$ cat src/btr_pkg.sv
package btr_pkg;

    localparam int NUM_W    = 12;
    localparam int DIG_W    = 4;
    localparam int NUM_DIGS = 4;
    localparam int BCD_W    = DIG_W * NUM_DIGS;
    localparam int LET_W    = 8;
    localparam int CNT_W    = $clog2(NUM_W + 1);

    localparam logic [NUM_W-1:0] MAX_VALID = NUM_W'(3999);

    localparam logic [LET_W-1:0] CH_I    = 8'h49;
    localparam logic [LET_W-1:0] CH_V    = 8'h56;
    localparam logic [LET_W-1:0] CH_X    = 8'h58;
    localparam logic [LET_W-1:0] CH_L    = 8'h4C;
    localparam logic [LET_W-1:0] CH_C    = 8'h43;
    localparam logic [LET_W-1:0] CH_D    = 8'h44;
    localparam logic [LET_W-1:0] CH_M    = 8'h4D;
    localparam logic [LET_W-1:0] CH_NONE = 8'h00;

    typedef enum logic [1:0] {
        SEL_ONE  = 2'd0,
        SEL_FIVE = 2'd1,
        SEL_TEN  = 2'd2
    } sym_sel_t;

    typedef struct packed {
        logic             load;
        logic             oor;
        logic [BCD_W-1:0] digits;
    } btr_digits_t;

    function automatic logic [2:0] digit_len(input logic [DIG_W-1:0] d);
        logic [2:0] n;
        case (d)
            4'd0:    n = 3'd0;
            4'd1:    n = 3'd1;
            4'd2:    n = 3'd2;
            4'd3:    n = 3'd3;
            4'd4:    n = 3'd2;
            4'd5:    n = 3'd1;
            4'd6:    n = 3'd2;
            4'd7:    n = 3'd3;
            4'd8:    n = 3'd4;
            4'd9:    n = 3'd2;
            default: n = 3'd0;
        endcase
        return n;
    endfunction

    function automatic sym_sel_t digit_sel(input logic [DIG_W-1:0] d, input logic [1:0] pos);
        sym_sel_t s;
        s = SEL_ONE;
        if (d == 4'd4)
        begin
            s = (pos == 2'd0) ? SEL_ONE : SEL_FIVE;
        end
        else if (d == 4'd9)
        begin
            s = (pos == 2'd0) ? SEL_ONE : SEL_TEN;
        end
        else if (d inside {[4'd5:4'd8]})
        begin
            s = (pos == 2'd0) ? SEL_FIVE : SEL_ONE;
        end
        return s;
    endfunction

    function automatic logic [LET_W-1:0] place_sym(input logic [1:0] place, input sym_sel_t sel);
        logic [LET_W-1:0] c;
        c = CH_NONE;
        case (place)
            2'd0:
            begin
                case (sel)
                    SEL_ONE:  c = CH_I;
                    SEL_FIVE: c = CH_V;
                    SEL_TEN:  c = CH_X;
                    default:  c = CH_NONE;
                endcase
            end
            2'd1:
            begin
                case (sel)
                    SEL_ONE:  c = CH_X;
                    SEL_FIVE: c = CH_L;
                    SEL_TEN:  c = CH_C;
                    default:  c = CH_NONE;
                endcase
            end
            2'd2:
            begin
                case (sel)
                    SEL_ONE:  c = CH_C;
                    SEL_FIVE: c = CH_D;
                    SEL_TEN:  c = CH_M;
                    default:  c = CH_NONE;
                endcase
            end
            2'd3:
            begin
                c = (sel == SEL_ONE) ? CH_M : CH_NONE;
            end
            default: c = CH_NONE;
        endcase
        return c;
    endfunction

endpackage

$ cat src/btr_bcd.sv
module btr_bcd
    import btr_pkg::*;
(
    input  logic                clk,
    input  logic                rst_n,
    input  logic                start,
    input  logic [NUM_W-1:0]    number,
    output logic                busy,
    output btr_digits_t         dig
);

    logic [NUM_W-1:0] bin_reg, bin_next;
    logic [BCD_W-1:0] bcd_reg, bcd_next;
    logic [CNT_W-1:0] cnt_reg, cnt_next;
    logic             busy_reg, busy_next;
    logic             load_reg, load_next;
    logic             oor_reg, oor_next;
    logic [BCD_W-1:0] adj;

    // add-3 on each digit of 5 or more before the shift
    always_comb
    begin
        for (int i = 0; i < NUM_DIGS; i++)
        begin
            adj[i*DIG_W +: DIG_W] = (bcd_reg[i*DIG_W +: DIG_W] >= 4'd5)
                ? bcd_reg[i*DIG_W +: DIG_W] + 4'd3
                : bcd_reg[i*DIG_W +: DIG_W];
        end
    end

    always_comb
    begin
        bin_next  = bin_reg;
        bcd_next  = bcd_reg;
        cnt_next  = cnt_reg;
        busy_next = busy_reg;
        load_next = 1'b0;
        oor_next  = oor_reg;
        if (start && !busy_reg)
        begin
            bin_next  = number;
            bcd_next  = '0;
            cnt_next  = CNT_W'(NUM_W);
            busy_next = 1'b1;
            oor_next  = (number == '0) || (number > MAX_VALID);
        end
        else if (busy_reg)
        begin
            bcd_next = {adj[BCD_W-2:0], bin_reg[NUM_W-1]};
            bin_next = {bin_reg[NUM_W-2:0], 1'b0};
            cnt_next = cnt_reg - CNT_W'(1);
            if (cnt_reg == CNT_W'(1))
            begin
                busy_next = 1'b0;
                load_next = 1'b1;
            end
        end
    end

    always_ff @(posedge clk or negedge rst_n)
    begin
        if (!rst_n)
        begin
            cnt_reg  <= '0;
            busy_reg <= 1'b0;
            load_reg <= 1'b0;
        end
        else
        begin
            cnt_reg  <= cnt_next;
            busy_reg <= busy_next;
            load_reg <= load_next;
        end
    end

    always_ff @(posedge clk)
    begin
        bin_reg <= bin_next;
        bcd_reg <= bcd_next;
        oor_reg <= oor_next;
    end

    assign busy       = busy_reg;
    assign dig.load   = load_reg;
    assign dig.oor    = oor_reg;
    assign dig.digits = bcd_reg;

endmodule

$ cat src/btr_emit.sv
module btr_emit
    import btr_pkg::*;
(
    input  logic               clk,
    input  logic               rst_n,
    input  btr_digits_t        dig,
    output logic               active,
    output logic               result_valid,
    output logic [LET_W-1:0]   letter,
    output logic               last_letter,
    output logic               out_of_range
);

    logic [BCD_W-1:0] dig_reg, dig_next;
    logic [1:0]       place_reg, place_next;
    logic [1:0]       pos_reg, pos_next;
    logic             active_reg, active_next;
    logic             oor_reg, oor_next;
    logic             strobe_reg, strobe_next;
    logic [LET_W-1:0] letter_reg, letter_next;
    logic             last_reg, last_next;
    logic             oorout_reg, oorout_next;

    logic [DIG_W-1:0] cur;
    logic [2:0]       len;
    logic             digit_end;
    logic             final_let;

    assign cur       = dig_reg[BCD_W-1 -: DIG_W];
    assign len       = digit_len(cur);
    assign digit_end = (len == 3'd0) || ({1'b0, pos_reg} == len - 3'd1);
    assign final_let = digit_end && (len != 3'd0) && (dig_reg[BCD_W-DIG_W-1:0] == '0);

    always_comb
    begin
        dig_next    = dig_reg;
        place_next  = place_reg;
        pos_next    = pos_reg;
        active_next = active_reg;
        oor_next    = oor_reg;
        strobe_next = 1'b0;
        letter_next = letter_reg;
        last_next   = last_reg;
        oorout_next = oorout_reg;
        if (dig.load)
        begin
            dig_next    = dig.digits;
            place_next  = 2'd3;
            pos_next    = 2'd0;
            active_next = 1'b1;
            oor_next    = dig.oor;
        end
        else if (active_reg)
        begin
            if (oor_reg)
            begin
                strobe_next = 1'b1;
                letter_next = CH_NONE;
                last_next   = 1'b1;
                oorout_next = 1'b1;
                active_next = 1'b0;
            end
            else
            begin
                if (len != 3'd0)
                begin
                    strobe_next = 1'b1;
                    letter_next = place_sym(place_reg, digit_sel(cur, pos_reg));
                    last_next   = final_let;
                    oorout_next = 1'b0;
                end
                if (digit_end)
                begin
                    dig_next   = {dig_reg[BCD_W-DIG_W-1:0], {DIG_W{1'b0}}};
                    place_next = place_reg - 2'd1;
                    pos_next   = 2'd0;
                end
                else
                begin
                    pos_next = pos_reg + 2'd1;
                end
                if (final_let)
                begin
                    active_next = 1'b0;
                end
            end
        end
    end

    always_ff @(posedge clk or negedge rst_n)
    begin
        if (!rst_n)
        begin
            active_reg <= 1'b0;
            strobe_reg <= 1'b0;
        end
        else
        begin
            active_reg <= active_next;
            strobe_reg <= strobe_next;
        end
    end

    always_ff @(posedge clk)
    begin
        dig_reg    <= dig_next;
        place_reg  <= place_next;
        pos_reg    <= pos_next;
        oor_reg    <= oor_next;
        letter_reg <= letter_next;
        last_reg   <= last_next;
        oorout_reg <= oorout_next;
    end

    assign active       = active_reg;
    assign result_valid = strobe_reg;
    assign letter       = letter_reg;
    assign last_letter  = last_reg;
    assign out_of_range = oorout_reg;

endmodule

$ cat src/binary_to_roman_numeral.sv
// Conversion: bit-serial binary-to-BCD shifting of all 12 bits of number, then
// the BCD digits are walked from thousands down with one strobe per letter; a zero
// decimal digit ahead of the last letter is stepped over with no strobe. Zero or a
// number above 3999 gives a single strobe with out_of_range and no letter.
// Busy holds off start until the last letter of a number is strobed.
// The receiver cannot stall; each result is shown for one cycle only.
// Reset: rst_n asynchronous, active low; clears busy and the result strobe.
module binary_to_roman_numeral
    import btr_pkg::*;
(
    input  logic               clk,
    input  logic               rst_n,
    input  logic               start,
    input  logic [NUM_W-1:0]   number,
    output logic               busy,
    output logic               result_valid,
    output logic [LET_W-1:0]   letter,
    output logic               last_letter,
    output logic               out_of_range
);

    btr_digits_t dig;
    logic        bcd_busy;
    logic        emit_active;
    logic        start_ok;

    assign start_ok = start && !busy;

    btr_bcd u_bcd (
        .clk    (clk),
        .rst_n  (rst_n),
        .start  (start_ok),
        .number (number),
        .busy   (bcd_busy),
        .dig    (dig)
    );

    btr_emit u_emit (
        .clk          (clk),
        .rst_n        (rst_n),
        .dig          (dig),
        .active       (emit_active),
        .result_valid (result_valid),
        .letter       (letter),
        .last_letter  (last_letter),
        .out_of_range (out_of_range)
    );

    assign busy = bcd_busy || dig.load || emit_active;

endmodule

$ cat config.mk
export PLATFORM = sky130hd
export DESIGN_NAME = binary_to_roman_numeral
export DESIGN_NICKNAME = d
export VERILOG_FILES = /design/src/btr_pkg.sv /design/src/btr_bcd.sv /design/src/btr_emit.sv /design/src/binary_to_roman_numeral.sv
export SDC_FILE = /design/constraint.sdc
export NUM_CORES = 1
export LEC_CHECK = 0
export ABC_CLOCK_PERIOD_IN_PS = 2800
export BUFFER_PORTS_ARGS = -buffer_cell sky130_fd_sc_hd__buf_2
export CORE_MARGIN = 2
export CORE_UTILIZATION = 60
export CTS_CLUSTER_DIAMETER = 200
export DETAILED_ROUTE_END_ITERATION = 7
export PLACE_DENSITY = 0.87
export SLEW_MARGIN = 20
export SYNTH_ARGS = -nofsm -noshare
export SYNTH_HDL_FRONTEND = slang
export SYNTH_SLANG_ARGS = --single-unit
$ cat constraint.sdc
create_clock -name clk -period 2.8 [get_ports clk]
set_input_delay 0.14 -clock clk [delete_from_list [all_inputs] [get_ports clk]]
set_output_delay 0.14 -clock clk [all_outputs]
set_load 0.02 [all_outputs]
Word level (Yosys, flattened, before mapping)
Memories as Yosys holds them, arrays and structs flattened. A register that Yosys moved wholly into a read port is not among the register bits. Index checks and enable logic that the tools add are counted.

Register bits after elaboration: 68. ROM bits: 48. Input bits: 15. Logic and storage cells: 115. Memories: 1.

Add/subtract/negate cells: 8. Magnitude comparators: 7. Eq/ne operators: 10. Multiplexer cells: 46. Bitwise gates (word level): 2. Reductions and logical operators: 26.

Memories: (name not given) (words 16, width 3, rd ports 1, clocked after Yosys merged registers in 1, write ports 0, line btr_pkg.sv:35) `case (d)`.

Operators by type and width (number): $mux 16 (4); $pmux 7 s3 (3); $pmux 8 s4 (1); $logic_not 12->1 (2); $mux 12 (2); $mux 4 (6); $ge 4x3->1 const B (5); $mux 1 (18); $mux 2 (9); $add 4x2->4 const B (3); $gt 12x12->1 const B (1); $reduce_and 3->1 (3); $mux 8 (1); $reduce_bool 2->1 (4); $mux 7 (1); $eq 2x2->1 const B (3); $logic_not 2->1 (3); $logic_and 1x1->1 (5); $eq 2x1->1 const B (2); $eq 4x1->1 const B (1); $eq 4x3->1 const B (1); $eq 4x4->1 const B (1); $le 4x4->1 const B (1); $logic_or 1x1->1 (4); other kinds (13) (15).

Longest topological paths before layout
Gate-level depths: netlist of run 1.

Word-level depth: 13. Gate-level depth with buffers: 11.

Modules after synthesis
From an unflattened synthesis of run 1, not the netlist that was laid out.

Cell total of the unflattened synthesis: 342. Area total of the unflattened synthesis: 3713.6 µm².

By module, submodules not included: btr_emit (instances 1, cells each 164, area an instance 1865.5 µm², sequential area each 940.9 µm²); btr_bcd (instances 1, cells each 176, area an instance 1833.0 µm², sequential area each 860.8 µm²); binary_to_roman_numeral (instances 1, cells each 2, area an instance 15.0 µm², sequential area each 0.0 µm²).

Worst setup path after synthesis of run 1
OpenSTA, ideal clock, no wires.

Kind: register to register. Start: register u_emit.pos_reg[0]. End: register u_emit.letter_reg[3], in the netlist u_emit.letter[3], data pin. Data arrival time: 1.805 ns. Data required time: 2.633 ns. Slack: 0.827 ns. Stages on the path, launching flop included: 12. Period minus slack after synthesis: 1.973 ns. Cells stage by stage: dfxtp_1 > inv_1 > ha_1 > nand2_1 > o22ai_1 > a21o_1 > inv_1 > ha_1 > nor2_1 > o311ai_0 > nor2_1 > a211oi_1.

Longest elaborated chain between the ends: 13. Elaborated cells between the ends (all ways): 20. Those cells by class: eq/ne: 2; mux: 16; reduce/logical: 2.

Ends and longest elaborated chain: start, declared (line btr_emit.sv:16) `logic [1:0] pos_reg, pos_next;`; start signal, assigned (line btr_emit.sv:108) `pos_reg <= pos_next;`; $logic_not 2->1 * (line btr_pkg.sv:56, btr_pkg.sv:60, btr_pkg.sv:64); $mux 1 (line btr_pkg.sv:64) `s = (pos == 2'd0) ? SEL_FIVE : SEL_ONE;`; $mux 2 (line btr_pkg.sv:62) `else if (d inside {[4'd5:4'd8]})`; $mux 2 (line btr_pkg.sv:58) `else if (d == 4'd9)`; $mux 2 * (line btr_pkg.sv:54) `if (d == 4'd4)`; $mux 2 * (line btr_emit.sv:65) `if (len != 3'd0)`; $mux 2 * (line btr_emit.sv:55) `if (oor_reg)`; $mux 2 * (line btr_emit.sv:53) `else if (active_reg)`; $mux 2 * (line btr_emit.sv:45) `if (dig.load)`; $eq 2x2->1, or another cell as far along (line btr_pkg.sv:75, btr_pkg.sv:84, btr_pkg.sv:93); $pmux 7 s3, or another cell as far along (line btr_pkg.sv:93) `case (sel)`; $pmux 8 s4 * (line btr_pkg.sv:72) `case (place)`; $mux 8 * (line btr_emit.sv:65); end signal, assigned (line btr_emit.sv:110) `letter_reg <= letter_next;`; end, declared (line btr_emit.sv:20) `logic [LET_W-1:0] letter_reg, letter_next;`.

Every way passes the cells marked *; elsewhere a longest branch is shown, timed or not. The select of a mux whose other input is x is not followed. A chain may end at the register's enable or synchronous reset.

Worst setup path after layout of run 1
Ends and elaborated chain as after synthesis.

==> results of run 1 <==
-- cells by family (layout without fill, tap and decap cells) --
group / Yosys count / count (layout) / synth area share, %
AOI/OAI and AO/OA: 45 / 45 / 8.41
xor gates and xnor gates: 14 / 14 / 3.41
adders and majority gates: 22 / 22 / 7.64
buffers and inverters: 39 / 70 / 4.66
DFF: 69 / 69 / 50.0
muxes: 31 / 31 / 9.49
other: 1 / 2 / 0.104
and+or+nand+nor: 125 / 125 / 16.3
-- cells in the mapped netlist, types with 3 or more instances --
cell type | count | area [µm²]
sky130_fd_sc_hd__edfxtp_1 | 38 | 1140
sky130_fd_sc_hd__mux2_2 | 17 | 191
sky130_fd_sc_hd__nand2_1 | 62 | 233
sky130_fd_sc_hd__inv_1 | 25 | 93.8
sky130_fd_sc_hd__nand3_1 | 8 | 40.0
sky130_fd_sc_hd__o32ai_1 | 4 | 35.0
sky130_fd_sc_hd__and3_1 | 3 | 18.8
sky130_fd_sc_hd__xor2_1 | 6 | 52.6
sky130_fd_sc_hd__clkbuf_1 | 5 | 18.8
sky130_fd_sc_hd__nor2_1 | 19 | 71.3
sky130_fd_sc_hd__o21ai_0 | 13 | 65.1
sky130_fd_sc_hd__a31oi_1 | 3 | 18.8
sky130_fd_sc_hd__nand2b_1 | 13 | 81.3
sky130_fd_sc_hd__nor4_1 | 6 | 37.5
sky130_fd_sc_hd__dfxtp_1 | 23 | 460
sky130_fd_sc_hd__nor3_1 | 3 | 15.0
sky130_fd_sc_hd__xnor2_1 | 8 | 70.1
sky130_fd_sc_hd__a21oi_1 | 12 | 60.1
sky130_fd_sc_hd__mux2i_1 | 12 | 120
sky130_fd_sc_hd__ha_1 | 22 | 275
sky130_fd_sc_hd__a211oi_1 | 3 | 22.5
sky130_fd_sc_hd__dfrtp_1 | 8 | 200
sky130_fd_sc_hd__buf_2 | 5 | 25.0
-- worst max-delay path, delay by kind of cell, from the launching register on --
kind | cells | cell delay (ps)
and+or+nand+nor | 3 | 230
buffers and inverters | 2 | 190
adders and majority gates | 2 | 490
DFF | 1 | 380
AOI/OAI and AO/OA | 4 | 950
-- layout make-up --
class	count	area, µm²
Fill cell	421	1850
Inverter	26	97.6
Tap cell	75	93.8
Multi-Input combinational cell	239	1640
Timing Repair Buffer	28	153
Sequential cell	69	1800
Clock buffer	11	141
Clock inverter	5	75.1
-- power by group through the flow --
stage	registers, W	clock network (W)	logic (W)
2_1_floorplan	0.00165	0	0.00116
3_3_place_gp	0.00169	0	0.00136
3_5_place_dp	0.00170	0	0.00146
4_1_cts	0.00168	0.000886	0.00147
5_1_grt	0.00172	0.000933	0.00166
6_report	0.00168	0.000884	0.00148
-- worst paths after layout --
kind / from / end / depth (start not counted)
min in group asynchronous: rst_n / u_emit.active / 2
max in group asynchronous: rst_n / u_bcd.cnt_reg[1] / 2
max reg2reg: u_emit.pos_reg[0] / u_emit.letter[3] / 11
min reg2reg: u_bcd.oor_reg / u_emit.oor_reg / 0
min: number[2] / u_bcd.bin_reg[2] / 3
max: u_emit.pos_reg[0] / u_emit.letter[3] / 11
-- routing by layer --
metal | vias to the layer above | routed length (µm) | track usage (%)
met4 | 0 | 96 | 11.2
met5 | - | 0 | 0
met1 | 1185 | 3010 | 29.0
li1 | 1239 | - | -
met3 | 9 | 225 | 3.63
met2 | 48 | 3370 | 36.2
-- metrics by stage --
| step | setup WS, ps | instances | instance area, µm² | hold slack [ps] | util (%) |
|---|---|---|---|---|---|
| 2_1_floorplan | 827 | 347 | 3600 | -156 | - |
| 3_3_place_gp | 744 | 436 | 3770 | -4.86 | 64.5 |
| 3_5_place_dp | 539 | 436 | 3770 | -6.04 | 64.5 |
| 4_1_cts | 484 | 453 | 4000 | 73.1 | 68.3 |
| 5_1_grt | 319 | 453 | 4000 | 90.2 | 68.3 |
| 6_report | 411 | 453 | 4000 | 77.5 | 68.3 |
-- what timing repair did --
action / 4_1_cts / 5_1_grt
resized for setup: 0 / 0
hold buffers: 1 / 0
endpoints found under the hold margin: 8 / 0
==> results.md, run 1 <==
## Yosys
- **cell area after synthesis** 0.00360 mm²
- **mean instance size in the synthesized netlist** 10.4 µm²
- **post-synth cell types** 43
- **top_reg_cell synth** sky130_fd_sc_hd__edfxtp_1
- **synthesized instance count** 346
- **Async S/R FF share, synth** 11.6%
- **Yosys warning total** 0
- **sequential fraction of the synthesis area** 50.0%
- **Post-synth EDFFs** 38
- **number of flip-flops and latches in the synthesized netlist** 69

## GRT
- **number of global-route vias before repair** 2393
- **initial antenna violation count** 0
- **overall fraction of global-route tracks in use** 22.3%
- **first-pass GRT wire length** 11000 µm
- **overflow left after global routing** 0
- **largest net degree at the start of global routing** 31

## Die
- **die boundary width** 81.5 µm
- **overall die area** 0.00664 mm²
- **core region area** 0.00585 mm²
- **Starting Density** 61.5%
- **overall die height** 81.5 µm
- **io pins** 27
- **cell row count** 28

## Worst setup path
- **worst path cell trace** inv_1 -> ha_1 -> nand2_1 -> o22ai_1 -> a21o_1 -> inv_1 -> ha_1 -> nor2_1 -> o311ai_0 -> nor2_1 -> a211oi_1
- **category of the worst setup path capture point** flip-flop
- **biggest fanout along the worst timing path** 6
- **worst path arrival time** 2570 ps
- **CP max stage cell** sky130_fd_sc_hd__o311ai_0
- **register-to-register setup slack** 410 ps
- **start-to-end type of the worst setup path** flip-flop to flip-flop
- **slowest stage delay, CP** 410 ps
- **required time worst endpoint** 2980 ps
- **element type at the critical path start** flip-flop

## Routing
- **wire per inst** 14.8 µm
- **total via count in the routed design** 2481
- **number of iterations in the first detailed-routing pass** 4
- **DRC violation count after routing** 0
- **1st-iter DRT viols** 107
- **Vias per Instance** 5.48
- **post-detailed-routing wire length** 6700 µm
- **antenna viol nets, final** 0

## Clocking
- **clock sink total** 69
- **count of buffers added by post-CTS timing repair for setup** 0
- **maximum clock path buffer count** 2
- **register clock-pin slew on the reported worst setup and hold paths** 80 ps
- **TritonCTS clock tree** built
- **cell at the root of the clock tree** sky130_fd_sc_hd__clkbuf_8
- **source-to-sink clock delay at the later pin of the worst-skew pair** 350 ps
- **H-tree levels** 3
- **cts bufs inserted** 9

## Timing
- **aggregate negative setup slack** 0 ps
- **final setup fails** 0
- **total count of max-transition violations in the final report** 0
- **actual slew at the worst max-slew pin** 648 ps
- **min Tclk post-route** 2390 ps
- **unrepaired setup endpoints after global routing** false
- **final cycle utilization of the critical path** 85.3%
- **relative slew slack** 56.8%
- **final number of hold-violating endpoints** 0
- **maximum clock frequency** 419 MHz
- **worst setup skew after layout** 11.3 ps

## Run status
- **outcome** finished clean

## Power
- **switching pwr** 0.00142 W
- **final total power** 0.00404 W
- **Int Power** 0.00262 W
- **static leakage** 1.78 nW
- **VDD IR-drop max** 632 µV
- **Comb power frac** 36.5%
- **relative contribution of sequential cells to total power** 41.6%
- **clock network power share** 21.9%
- **sw frac** 35.1%
- **pwr/cell area** 1010 mW/mm²

## Cells and area
- **most used cells in the layout excluding fill and tap cells** sky130_fd_sc_hd__nand2_1 (62), sky130_fd_sc_hd__edfxtp_1 (38), sky130_fd_sc_hd__inv_1 (25)
- **number of nets in the final layout** 410
- **area growth from synthesis to layout** 11.0%
- **fraction of final layout cells sized beyond drive strength 1** 17.5%
- **number of antenna repair diodes** 0
- **most common cell after layout, fill and taps aside** sky130_fd_sc_hd__nand2_1

## Placed design
- **detailed placement HPWL** 4660 µm
- **Placer Congestion** 0.875
- **I/O Buffers** 24

## Job
- **max_cap viols** 0

## Worst hold path
- **Hold/Removal Path Class** primary input to flip-flop

Note: power is estimated with default switching activity, not from simulation.
==> run 2, diff against run 1 <==
--- a/config.mk
+++ b/config.mk
@@ -5,7 +5,7 @@
 export SDC_FILE = /design/constraint.sdc
 export NUM_CORES = 1
 export LEC_CHECK = 0
-export ABC_CLOCK_PERIOD_IN_PS = 2800
+export ABC_CLOCK_PERIOD_IN_PS = 2700
 export BUFFER_PORTS_ARGS = -buffer_cell sky130_fd_sc_hd__buf_2
 export CORE_MARGIN = 2
 export CORE_UTILIZATION = 60
==> constraint.sdc (replaced) <==
create_clock -name clk -period 2.7 [get_ports clk]
set_input_delay 0.135 -clock clk [delete_from_list [all_inputs] [get_ports clk]]
set_output_delay 0.135 -clock clk [all_outputs]
set_load 0.02 [all_outputs]
==> run 2 against run 1 <==
  * Power increased by 3.9%
  * Final cell count unchanged
  * Register-to-register slack got worse by 50 ps
  * Fmax increased by 2.1%
  * Highest routed layer unchanged
  * Sequential power increased by 4%
==> results.md, run 2 (same netlist as run 1, synthesis figures left out) <==
## Worst setup path
- **biggest fanout along the worst timing path** 6
- **category of the worst setup path capture point** flip-flop
- **FF-to-FF path depth** 11
- **element type at the critical path start** flip-flop
- **register-to-register setup slack** 360 ps
- **start-to-end type of the worst setup path** flip-flop to flip-flop
- **required time worst endpoint** 2880 ps
- **end of the worst register-to-register path** u_emit.letter[3]
- **worst r2r src** u_emit.pos_reg[0]
- **Worst setup startpoint** u_emit.pos_reg[0]
- **worst path arrival time** 2520 ps

## Routing
- **uppermost signal routing layer after detailed routing** met4
- **post-detailed-routing wire length** 6910 µm
- **Vias per Instance** 5.68
- **wire per inst** 15.2 µm
- **antenna viol nets, final** 0
- **DRC violation count after routing** 0
- **met2 WL post-DR** 3540 µm
- **met3 wire len** 235 µm
- **routed length on met1** 2980 µm
- **total via count in the routed design** 2575
- **1st-iter DRT viols** 121
- **number of iterations in the first detailed-routing pass** 4

## Timing
- **final cycle utilization of the critical path** 86.6%
- **total count of max-transition violations in the final report** 0
- **relative slew slack** 57.0%
- **final number of hold-violating endpoints** 0
- **maximum clock frequency** 427 MHz
- **final setup fails** 0
- **min Tclk post-route** 2340 ps
- **aggregate negative setup slack** 0 ps
- **actual slew at the worst max-slew pin** 645 ps
- **worst setup skew after layout** 7.86 ps
- **unrepaired setup endpoints after global routing** false

## Clocking
- **register clock-pin slew on the reported worst setup and hold paths** 70 ps
- **maximum clock path buffer count** 2
- **source-to-sink clock delay at the later pin of the worst-skew pair** 340 ps
- **clock sink total** 69
- **post-CTS sizing** 0
- **cts bufs inserted** 9
- **TritonCTS clock tree** built
- **cell at the root of the clock tree** sky130_fd_sc_hd__clkbuf_8
- **H-tree levels** 3

## Die
- **Starting Density** 61.5%
- **die boundary width** 81.5 µm
- **core region area** 0.00585 mm²
- **io pins** 27
- **cell row count** 28
- **overall die area** 0.00664 mm²
- **overall die height** 81.5 µm

## Worst hold path
- **hold depth** 3
- **worst hold path endpoint** u_bcd.bin_reg[2]
- **hold_sp** number[2]
- **Hold/Removal Path Class** primary input to flip-flop

## Power
- **VDD IR-drop max** 662 µV
- **sw frac** 35.3%
- **relative contribution of sequential cells to total power** 41.5%
- **switching pwr** 0.00148 W
- **static leakage** 1.78 nW
- **Comb power frac** 36.5%
- **pwr/cell area** 1050 mW/mm²
- **Int Power** 0.00272 W
- **clock network power share** 22.0%

## Cells and area
- **cell area after layout** 0.00400 mm²
- **area taken by flip-flops and latches** 0.00180 mm²
- **most common cell after layout, fill and taps aside** sky130_fd_sc_hd__nand2_1
- **most used cells in the layout excluding fill and tap cells** sky130_fd_sc_hd__nand2_1 (62), sky130_fd_sc_hd__edfxtp_1 (38), sky130_fd_sc_hd__inv_1 (25)
- **number of antenna repair diodes** 0
- **number of nets in the final layout** 410
- **area occupied by multi-input gates** 0.00164 mm²
- **filler instances** 427
- **fraction of final layout cells sized beyond drive strength 1** 17.2%
- **area growth from synthesis to layout** 11.0%

## Placed design
- **Placer Congestion** 0.875
- **area of placed instances** 0.00377 mm²
- **I/O Buffers** 24
- **detailed placement HPWL** 4750 µm

## GRT
- **largest net degree at the start of global routing** 31
- **first-pass GRT wire length** 11600 µm
- **overall fraction of global-route tracks in use** 23.6%
- **initial antenna violation count** 0
- **overflow left after global routing** 0
- **number of global-route vias before repair** 2457

## Run status
- **outcome** finished clean

## Job
- **max_cap viols** 0

-- run 2: cell count changes in the layout (fill, tap and decap cells not counted) --
| cell | before | now |
|---|---|---|
| sky130_fd_sc_hd__clkinv_1 | 0 | 1 |
| sky130_fd_sc_hd__clkinv_2 | 3 | 2 |
-- run 2: layout make-up --
class / instances / area share (%)
repair buffers: 28 / 3.82
clock inverters: 5 / 1.85
clock buffers: 11 / 3.54
inverters: 26 / 2.44
flip-flops and latches: 69 / 45.1
well taps: 75 / 2.35
multi-input cells: 239 / 40.9
-- run 2: power groups by stage --
| stage | Clock, W | Combinational (W) | Sequential [W] |
|---|---|---|---|
| detailed placement | 0 | 0.00152 | 0.00176 |
| finish | 0.000922 | 0.00153 | 0.00174 |
| global placement | 0 | 0.00141 | 0.00175 |
| global route | 0.000975 | 0.00174 | 0.00179 |
| floorplan | 0 | 0.00121 | 0.00171 |
| CTS | 0.000929 | 0.00154 | 0.00174 |
-- run 2: worst max-delay path by stage --
stage / endpoint / slack, ps / cells after the start
global route: u_emit.letter[3] / 200 / 11
finish: u_emit.letter[3] / 360 / 11
floorplan: u_emit.letter[3] / 730 / 11
detailed placement: u_emit.letter[3] / 430 / 11
global placement: u_emit.letter[3] / 640 / 11
CTS: u_emit.letter[3] / 400 / 11
-- run 2: layer usage --
metal / GRT usage, % / vias to the layer above
met5: 0 / -
met4: 10.2 / 0
met3: 5.27 / 13
met2: 39.6 / 61
met1: 29.3 / 1259
li1: - / 1242
-- run 2: what timing repair did --
| action | CTS | global route |
|---|---|---|
| hold buffers | 1 | 0 |
| hold endpoints to repair | 8 | 0 |
| setup endpoints to repair | 0 | 0 |
| buffers inserted | 0 | 0 |
-- run 2: stage by stage --
| step | setup slack [ps] | util (%) | cells | total power (W) | hold WS [ps] |
|---|---|---|---|---|---|
| 3_5_place_dp | 429 | 64.5 | 436 | 0.00328 | -11.0 |
| 4_1_cts | 398 | 68.3 | 453 | 0.00421 | 54.7 |
| 3_3_place_gp | 644 | 64.5 | 436 | 0.00316 | -9.86 |
| 6_report | 361 | 68.3 | 453 | 0.00420 | 65.3 |
| 2_1_floorplan | 727 | - | 347 | 0.00292 | -161 |
| 5_1_grt | 205 | 68.3 | 453 | 0.00450 | 76.5 |
-- run 2: critical path, stage by stage (launching register included) --
cell and delay (ps):
sky130_fd_sc_hd__dfxtp_1 380, sky130_fd_sc_hd__inv_1 60, sky130_fd_sc_hd__ha_1 230, sky130_fd_sc_hd__nand2_1 70, sky130_fd_sc_hd__o22ai_1 80, sky130_fd_sc_hd__a21o_1 250
sky130_fd_sc_hd__inv_1 130, sky130_fd_sc_hd__ha_1 240, sky130_fd_sc_hd__nor2_1 60, sky130_fd_sc_hd__o311ai_0 390, sky130_fd_sc_hd__nor2_1 90, sky130_fd_sc_hd__a211oi_1 210
